[config.mk]
export PLATFORM = sky130hd
export DESIGN_NAME = circle_outline_generator
export DESIGN_NICKNAME = d
export VERILOG_FILES = /design/src/sv/cog_pkg.sv /design/src/sv/cog_front.sv /design/src/sv/cog_queue.sv /design/src/sv/cog_back.sv /design/src/sv/circle_outline_generator.sv
export SDC_FILE = /design/constraint.sdc
export NUM_CORES = 1
export LEC_CHECK = 0
export BUFFER_PORTS_ARGS = -buffer_cell sky130_fd_sc_hd__buf_2
export CORE_MARGIN = 10
export CORE_UTILIZATION = 59
export CTS_BUF_LIST = sky130_fd_sc_hd__clkbuf_8 sky130_fd_sc_hd__clkbuf_16
export DETAILED_ROUTE_END_ITERATION = 10
export GPL_TIMING_DRIVEN = 0
export PLACE_DENSITY = 0.76
export SLEW_MARGIN = 10
export SYNTH_ARGS = -nofsm -noshare
export SYNTH_HDL_FRONTEND = slang
export SYNTH_HIERARCHICAL = 1
export SYNTH_SLANG_ARGS = --single-unit
[constraint.sdc]
create_clock -name clk -period 6.36 [get_ports clk]
set_input_delay 1.272 -clock clk [delete_from_list [all_inputs] [get_ports clk]]
set_output_delay 1.272 -clock clk [all_outputs]
set_load 0.02 [all_outputs]
[src/sv/cog_pkg.sv]
// shared types and constants of the circle outline generator
package cog_pkg;

  typedef enum logic {
    OP_START = 1'b0,
    OP_STEP  = 1'b1
  } op_t;

  localparam int          PT_IDX_W = 3;
  localparam logic [2:0]  LAST_PT  = 3'd7;

  localparam int Q_DEPTH = 2;
  localparam int Q_PTR_W = 1;
  localparam int Q_CNT_W = $clog2(Q_DEPTH + 1);

  // one step of work: the octant pair and what it is drawn around
  typedef struct packed {
    logic [15:0]        cx;
    logic [15:0]        cy;
    logic [15:0]        color;
    logic [7:0]         a;
    logic signed [8:0]  b;
    logic               done;
  } job_t;

endpackage

[src/sv/cog_front.sv]
// front part: takes start and step words, runs the midpoint recurrence
module cog_front
  import cog_pkg::*;
(
  input  logic        clk,
  input  logic        rst_n,
  input  logic        acc,
  input  logic        op,
  input  logic [15:0] center_x,
  input  logic [15:0] center_y,
  input  logic [7:0]  radius,
  input  logic [15:0] pen_color,
  output logic        q_push,
  output job_t        q_job,
  output logic        active
);

  logic               active_r, active_nxt;
  logic [15:0]        cx_r, cx_nxt;
  logic [15:0]        cy_r, cy_nxt;
  logic [15:0]        color_r, color_nxt;
  logic [7:0]         a_r, a_nxt;
  logic [8:0]         b_r, b_nxt;
  logic [11:0]        d_r, d_nxt;

  logic [8:0]         na;
  logic signed [9:0]  b_ext;
  logic signed [9:0]  nb;
  logic signed [9:0]  diff;
  logic [11:0]        d_step;
  logic               done;
  logic               is_start;

  assign is_start = (op_t'(op) == OP_START);

  always_comb begin
    na    = {1'b0, a_r} + 9'd1;
    b_ext = $signed({b_r[8], b_r});
    diff  = $signed({1'b0, na}) - b_ext;
    if (d_r[11]) begin
      // decision negative: b holds
      nb     = b_ext;
      d_step = d_r + {1'b0, na, 2'b00} + 12'd6;
    end else begin
      nb     = b_ext - 10'sd1;
      d_step = d_r + 12'd10 + {diff[9:0], 2'b00};
    end
    done = $signed({2'b00, na}) > $signed({nb[9], nb});
  end

  assign q_push = acc && !is_start && active_r;

  always_comb begin
    q_job.cx    = cx_r;
    q_job.cy    = cy_r;
    q_job.color = color_r;
    q_job.a     = a_r;
    q_job.b     = $signed(b_r);
    q_job.done  = done;
  end

  always_comb begin
    active_nxt = active_r;
    cx_nxt     = cx_r;
    cy_nxt     = cy_r;
    color_nxt  = color_r;
    a_nxt      = a_r;
    b_nxt      = b_r;
    d_nxt      = d_r;
    if (acc && is_start) begin
      active_nxt = 1'b1;
      cx_nxt     = center_x;
      cy_nxt     = center_y;
      color_nxt  = pen_color;
      a_nxt      = 8'd0;
      b_nxt      = {1'b0, radius};
      d_nxt      = 12'd3 - {3'b000, radius, 1'b0};
    end else if (q_push) begin
      a_nxt = na[7:0];
      b_nxt = nb[8:0];
      d_nxt = d_step;
      if (done) begin
        active_nxt = 1'b0;
      end
    end
  end

  always_ff @(posedge clk) begin
    if (!rst_n) begin
      active_r <= 1'b0;
      cx_r     <= '0;
      cy_r     <= '0;
      color_r  <= '0;
      a_r      <= '0;
      b_r      <= '0;
      d_r      <= '0;
    end else begin
      active_r <= active_nxt;
      cx_r     <= cx_nxt;
      cy_r     <= cy_nxt;
      color_r  <= color_nxt;
      a_r      <= a_nxt;
      b_r      <= b_nxt;
      d_r      <= d_nxt;
    end
  end

  assign active = active_r;

endmodule

[src/sv/cog_queue.sv]
// short job queue between the front and back parts
module cog_queue
  import cog_pkg::*;
(
  input  logic clk,
  input  logic rst_n,
  input  logic push,
  input  job_t wr_job,
  output logic full,
  input  logic pop,
  output job_t rd_job,
  output logic empty
);

  job_t                 mem [Q_DEPTH];
  logic [Q_PTR_W-1:0]   wr_ptr_r, wr_ptr_nxt;
  logic [Q_PTR_W-1:0]   rd_ptr_r, rd_ptr_nxt;
  logic [Q_CNT_W-1:0]   cnt_r, cnt_nxt;

  assign full   = (cnt_r == Q_CNT_W'(Q_DEPTH));
  assign empty  = (cnt_r == '0);
  assign rd_job = mem[rd_ptr_r];

  always_comb begin
    wr_ptr_nxt = push ? wr_ptr_r + 1'b1 : wr_ptr_r;
    rd_ptr_nxt = pop ? rd_ptr_r + 1'b1 : rd_ptr_r;
    cnt_nxt    = cnt_r;
    if (push && !pop) begin
      cnt_nxt = cnt_r + 1'b1;
    end else if (pop && !push) begin
      cnt_nxt = cnt_r - 1'b1;
    end
  end

  always_ff @(posedge clk) begin
    if (push) begin
      mem[wr_ptr_r] <= wr_job;
    end
  end

  always_ff @(posedge clk) begin
    if (!rst_n) begin
      wr_ptr_r <= '0;
      rd_ptr_r <= '0;
      cnt_r    <= '0;
    end else begin
      wr_ptr_r <= wr_ptr_nxt;
      rd_ptr_r <= rd_ptr_nxt;
      cnt_r    <= cnt_nxt;
    end
  end

endmodule

[src/sv/cog_back.sv]
// back part: walks the eight octant points of each job into the output register
module cog_back
  import cog_pkg::*;
#(
  parameter int COORD_BITS = 16
) (
  input  logic        clk,
  input  logic        rst_n,
  input  logic        q_empty,
  input  job_t        q_job,
  output logic        q_pop,
  input  logic        pop,
  output logic        empty,
  output logic [15:0] point_x,
  output logic [15:0] point_y,
  output logic [15:0] point_color,
  output logic        last_in_step,
  output logic        circle_done
);

  localparam logic [15:0] CMASK = 16'((32'd1 << COORD_BITS) - 32'd1);

  job_t                 job_r;
  logic                 job_valid_r;
  logic [PT_IDX_W-1:0]  idx_r;
  logic                 out_valid_r;
  logic [15:0]          x_nxt, y_nxt;
  logic [15:0]          x_r, y_r, color_r;
  logic                 last_r, done_r;

  logic        pop_ok, take, at_last, need_job;
  logic [15:0] aw, bw;

  assign pop_ok   = pop && out_valid_r;
  assign take     = job_valid_r && (!out_valid_r || pop_ok);
  assign at_last  = (idx_r == LAST_PT);
  assign need_job = !job_valid_r || (take && at_last);
  assign q_pop    = need_job && !q_empty;

  assign aw = {8'd0, job_r.a};
  assign bw = {{7{job_r.b[8]}}, job_r.b};

  // octant order around the center
  always_comb begin
    case (idx_r)
      3'd0:    begin x_nxt = job_r.cx + aw; y_nxt = job_r.cy - bw; end
      3'd1:    begin x_nxt = job_r.cx + bw; y_nxt = job_r.cy - aw; end
      3'd2:    begin x_nxt = job_r.cx + bw; y_nxt = job_r.cy + aw; end
      3'd3:    begin x_nxt = job_r.cx + aw; y_nxt = job_r.cy + bw; end
      3'd4:    begin x_nxt = job_r.cx - aw; y_nxt = job_r.cy + bw; end
      3'd5:    begin x_nxt = job_r.cx - bw; y_nxt = job_r.cy + aw; end
      3'd6:    begin x_nxt = job_r.cx - aw; y_nxt = job_r.cy - bw; end
      default: begin x_nxt = job_r.cx - bw; y_nxt = job_r.cy - aw; end
    endcase
  end

  always_ff @(posedge clk) begin
    if (!rst_n) begin
      job_valid_r <= 1'b0;
      idx_r       <= '0;
      out_valid_r <= 1'b0;
    end else begin
      if (q_pop) begin
        job_valid_r <= 1'b1;
        idx_r       <= '0;
      end else if (take) begin
        if (at_last) begin
          job_valid_r <= 1'b0;
        end
        idx_r <= idx_r + 1'b1;
      end
      if (take) begin
        out_valid_r <= 1'b1;
      end else if (pop_ok) begin
        out_valid_r <= 1'b0;
      end
    end
  end

  always_ff @(posedge clk) begin
    if (q_pop) begin
      job_r <= q_job;
    end
    if (take) begin
      x_r     <= x_nxt & CMASK;
      y_r     <= y_nxt & CMASK;
      color_r <= job_r.color;
      last_r  <= at_last;
      done_r  <= job_r.done;
    end
  end

  assign empty        = !out_valid_r;
  assign point_x      = x_r;
  assign point_y      = y_r;
  assign point_color  = color_r;
  assign last_in_step = last_r;
  assign circle_done  = done_r;

endmodule

[src/sv/circle_outline_generator.sv]
// top level of the midpoint circle outline generator
//
//   channel   ports                                    handshake
//   -------   --------------------------------------   -------------------
//   input     in_op in_center_x in_center_y            push / full
//             in_radius in_pen_color
//   result    out_point_x out_point_y out_point_color  empty / pop
//             out_last_in_step out_circle_done
//
// a start word loads the circle into the front registers and gives no result
// each step word while a circle runs gives eight words, one per cycle while each is
// popped at once, so a steady run of steps is paced by the single output register
// the front takes a new word every cycle while the two-entry job queue has room
// reset (rst_n low, synchronous) idles the circle and empties queue and output
// a stalled pop holds the output word; the back then stops, the queue fills
// and full rises to hold off further words
module circle_outline_generator
  import cog_pkg::*;
#(
  parameter int COORD_BITS = 16
) (
  input  logic        clk,
  input  logic        rst_n,
  input  logic        push,
  output logic        full,
  input  logic        in_op,
  input  logic [15:0] in_center_x,
  input  logic [15:0] in_center_y,
  input  logic [7:0]  in_radius,
  input  logic [15:0] in_pen_color,
  output logic        empty,
  input  logic        pop,
  output logic [15:0] out_point_x,
  output logic [15:0] out_point_y,
  output logic [15:0] out_point_color,
  output logic        out_last_in_step,
  output logic        out_circle_done
);

  logic in_acc;      // input word taken this cycle
  logic q_push;      // front hands one step job to the queue
  logic q_pop;       // back takes the oldest job
  logic q_full;
  logic q_empty;
  logic front_active;
  job_t wr_job;
  job_t rd_job;

  // full only reflects the job queue; a start word never needs a slot
  assign full   = q_full;
  assign in_acc = push && !q_full;

  // front: start loads center, radius, color; step runs one midpoint update
  cog_front u_front (
    .clk       (clk),
    .rst_n     (rst_n),
    .acc       (in_acc),
    .op        (in_op),
    .center_x  (in_center_x),
    .center_y  (in_center_y),
    .radius    (in_radius),
    .pen_color (in_pen_color),
    .q_push    (q_push),
    .q_job     (wr_job),
    .active    (front_active)
  );

  // decouples the front, one job per step word, from the back, eight points per job
  cog_queue u_queue (
    .clk    (clk),
    .rst_n  (rst_n),
    .push   (q_push),
    .wr_job (wr_job),
    .full   (q_full),
    .pop    (q_pop),
    .rd_job (rd_job),
    .empty  (q_empty)
  );

  // back: eight octant points per job, wrapped to COORD_BITS
  cog_back #(
    .COORD_BITS (COORD_BITS)
  ) u_back (
    .clk          (clk),
    .rst_n        (rst_n),
    .q_empty      (q_empty),
    .q_job        (rd_job),
    .q_pop        (q_pop),
    .pop          (pop),
    .empty        (empty),
    .point_x      (out_point_x),
    .point_y      (out_point_y),
    .point_color  (out_point_color),
    .last_in_step (out_last_in_step),
    .circle_done  (out_circle_done)
  );

  // the queue is never written while it has no room
  a_no_overrun : assert property (@(posedge clk) disable iff (!rst_n)
    q_push |-> !q_full)
    else $error("job queue written while full");

  // the back never takes a job from an empty queue
  a_no_underrun : assert property (@(posedge clk) disable iff (!rst_n)
    q_pop |-> !q_empty)
    else $error("job queue read while empty");

  // a step word while idle makes no job
  a_idle_step : assert property (@(posedge clk) disable iff (!rst_n)
    (in_acc && (op_t'(in_op) == OP_STEP) && !front_active) |-> !q_push)
    else $error("job made for a step while idle");

  // the final step of a circle leaves the front idle
  a_done_idles : assert property (@(posedge clk) disable iff (!rst_n)
    (q_push && wr_job.done) |=> !front_active)
    else $error("circle still running after its final step");

endmodule
==> results.json <==
{
  "crit_top_cell": "ha_1",
  "syn_nets": 1525,
  "grt_pass1_vias": 10860,
  "cts_tree": "yes",
  "antenna_found_initial": 1,
  "slew_headroom": 0.278,
  "rsz0062_at_grt": "false",
  "power_w": 0.00944,
  "run_status": "complete, no violations",
  "hold_ws_ns": 0.417,
  "start_util": 0.599,
  "clock.fmax_mhz": 217,
  "fp.dieArea_mm2": 0.0344,
  "synthesis.area_mm2": 0.0161,
  "p_int_w": 0.00595,
  "yosysMostFrequentCell": "edfxtp_1",
  "rows": 60,
  "wl_per_cell_um": 19.0,
  "grt_pass1_wl_mm": 55.8,
  "vias_per_cell": 5.78,
  "pre_cts_ws_ns": 1.81,
  "ir_worst_vdd_v": 0.000201,
  "rr_startpoint": "u_back/idx_r[0]$_SDFFE_PP0P_",
  "crit_required_ns": 6.73,
  "hold_buffers": 0,
  "yosysSeqAreaShare": 0.570,
  "die_y_um": 185,
  "r2r_end": "u_back/point_x[13]$_DFFE_PP_",
  "syn_to_final_growth_pct": 14.4,
  "yosys.cell_types.count": 77,
  "ff2ff_setup_slack_ns": 1.75,
  "power_frac_comb": 0.435,
  "hpwl_mm": 25.8,
  "grt.total_usage": 0.206,
  "multiInputGateArea_mm2": 0.00653,
  "whs_path_depth": 0,
  "power.leakage_nw": 6.96,
  "finClkSkew_ns": 0.0234,
  "cts_inserted_buffers": 35,
  "pwr-share-clk": 0.217,
  "hp-class": "reg -> reg",
  "fin_setup_tns_ns": 0,
  "cpPeakStageDelay_ns": 0.50,
  "finalCritPeriodShare": 0.725,
  "synth_edf_count": 248,
  "synthFlopType": "edfxtp_1",
  "initialDrtViolationCount": 744,
  "worstMarginPinSlew_ns": 1.07,
  "dr.pass1.iters": 5,
  "slew_violations": 0,
  "grt-ovfl-total": 0,
  "post_cts_buffers": 0,
  "numClockSinks": 335,
  "pwr_density_cell_mw_per_mm2": 512,
  "synth_commonest_cells": "edfxtp_1 (248), nand2_1 (152), a21oi_1 (120)",
  "clock_path_buffers": 3,
  "io_pins": 113,
  "fin_ws_ns": 1.75,
  "r2r_cells": 15,
  "setup_viol_count_final": 0,
  "syn_area_per_cell_um2": 11.8,
  "ys_async_sr_fraction": 0,
  "crit_arrival_ns": 4.98,
  "fill_cells": 1920,
  "crit_start": "u_back/idx_r[0]$_SDFFE_PP0P_",
  "cp_cell_sequence": "ha_1, ha_1, a21o_1, clkbuf_1, clkbuf_1, a22oi_1, o211ai_1, o21ai_0, ha_1, nor2b_1, o31a_1, o41a_1, a21bo_2, or4b_1, nand3_1",
  "p_sw_w": 0.00350,
  "fin_crit_ns": 4.61,
  "grt_max_degree": 56,
  "route.detailed.drc": 0,
  "power_frac_seq": 0.349,
  "finalWirelength_mm": 35.7,
  "vias": 10893,
  "ant_nets": 0,
  "start_kind": "flip-flop",
  "coreArea_mm2": 0.0270,
  "fin_nets": 1679,
  "cp-endpoint": "u_back/point_x[13]$_DFFE_PP_",
  "netlist_instances": 1362,
  "clk_pin_slew_worst_paths_ns": 0.06,
  "clock_latency_ns": 0.51,
  "cts_resized": 0,
  "path_class": "reg -> reg",
  "hold_viol": 0,
  "ys_warn_count": 6,
  "ys_ff_latch": 335,
  "h-tree-depth": 2,
  "endpoint_kind": "flip-flop",
  "synth_top_area_frac": 0.462,
  "root_buffer": "clkbuf_16",
  "chipWidth_um": 185,
  "crit_fanout": 10,
  "synth_area_leaders": "edfxtp_1 (46%), dfxtp_1 (11%), ha_1 (7.5%)",
  "yosys.area.top_type": "edfxtp_1",
  "max_cap_violations": 0,
  "switching_share": 0.370,
  "register_area_mm2": 0.00919,
  "io_buffers": 112,
  "place_congestion": 0.921,
  "cpMaxStageDelayCell": "or4b_1",
  "drive_gt1_frac": 0.182
}
[registers in the layout, summed over array words and instances (netlist names), 2 cells and up, named ones only]
signal	cells
u_queue/mem	132
u_back/job_r	49
u_back/point_color	16
u_back/point_x	16
u_back/point_y	16
u_front/color_r	16
u_front/cx_r	16
u_front/cy_r	16
u_front/d_r	11
u_back/bw	9
u_front/b_r	9
u_back/aw	8
u_front/a_r	8
u_back/idx_r	3
u_queue/cnt_r	2
[worst max-delay path, delay by kind of cell (launching register included)]
family | cells | cell delay (ns)
adders and majority gates | 3 | 0.81
and+or+nand+nor | 3 | 0.73
buffers and inverters | 2 | 0.91
DFF | 1 | 0.40
AOI/OAI and AO/OA | 7 | 1.64
[kinds of logic (layout without fill, tap and decap cells)]
logic type               count (synthesis)  count (layout)  synth area share
AND/OR/NAND/NOR                        352             352             0.104
flip-flops                             335             335             0.570
AO/OA/AOI/OAI                          321             321             0.126
buffers and inverters                  104             284            0.0274
adder cells (fa/ha/maj)                102             102            0.0814
multiplexers                            76              76            0.0525
XOR/XNOR                                72              72            0.0391
other                                    0               1                 0
[metrics by stage]
stage	instances	utilization	instance area, um^2
global placement	1815	0.635	17100
finish	1884	0.685	18500
detailed placement	1820	0.641	17300
CTS	1883	0.685	18400
floorplan	1362	-	16100
global route	1884	0.685	18500
[cell type report]
class | instances | area share
Clock buffer | 39 | 0.0523
Inverter | 54 | 0.0110
Buffer | 50 | 0.0132
Tap cell | 341 | 0.0231
Timing Repair Buffer | 117 | 0.0370
Sequential cell | 335 | 0.498
Antenna cell | 1 | 0.000136
Multi-Input combinational cell | 923 | 0.354
Clock inverter | 24 | 0.0117
[metal layers]
metal  vias up  wire length [um]  track usage  part of all wire
met2       320             18000        0.367              0.50
li1       5351                 -            -                 -
met1      5168             14700        0.247              0.41
met3        54              2010       0.0333             0.056
met4         0               978       0.0728             0.027
met5         -                 0            0                 0
[worst min-delay path by stage]
| stage | from | to | slack (ns) |
|---|---|---|---|
| detailed placement | u_back/job_r[20]$_DFFE_PP_ | u_back/point_color[2]$_DFFE_PP_ | 0.40 |
| global route | u_back/job_r[19]$_DFFE_PP_ | u_back/point_color[1]$_DFFE_PP_ | 0.42 |
| finish | u_back/job_r[25]$_DFFE_PP_ | u_back/point_color[7]$_DFFE_PP_ | 0.42 |
| CTS | u_back/job_r[20]$_DFFE_PP_ | u_back/point_color[2]$_DFFE_PP_ | 0.42 |
| global placement | u_back/job_r[25]$_DFFE_PP_ | u_back/point_color[7]$_DFFE_PP_ | 0.40 |
| floorplan | u_back/job_r[0]$_DFFE_PP_ | u_back/circle_done$_DFFE_PP_ | 0.40 |
[placed cells by master, fill, tap and decap left out, types with 13 or more instances in the layout]
cell type,instances
edfxtp_1,248
nand2_1,152
buf_2,123
a21oi_1,119
ha_1,97
dfxtp_1,87
nor2_1,77
mux2_2,69
inv_1,61
o21ai_0,50
xnor2_1,47
clkbuf_16,38
xor2_1,25
clkbuf_1,24
nor3_1,22
o21a_1,19
a211oi_1,18
nand3_1,18
nor2b_1,14
a21o_1,13
[power by group through the flow]
stage	clock (W)	sequential (W)	combinational (W)
after floorplan	0	0.00347	0.00290
after global placement	0	0.00338	0.00393
after detailed placement	0	0.00334	0.00408
after CTS	0.00208	0.00329	0.00411
after global routing	0.00217	0.00334	0.00456
final	0.00205	0.00329	0.00411
(Power assumes the default switching activity.)
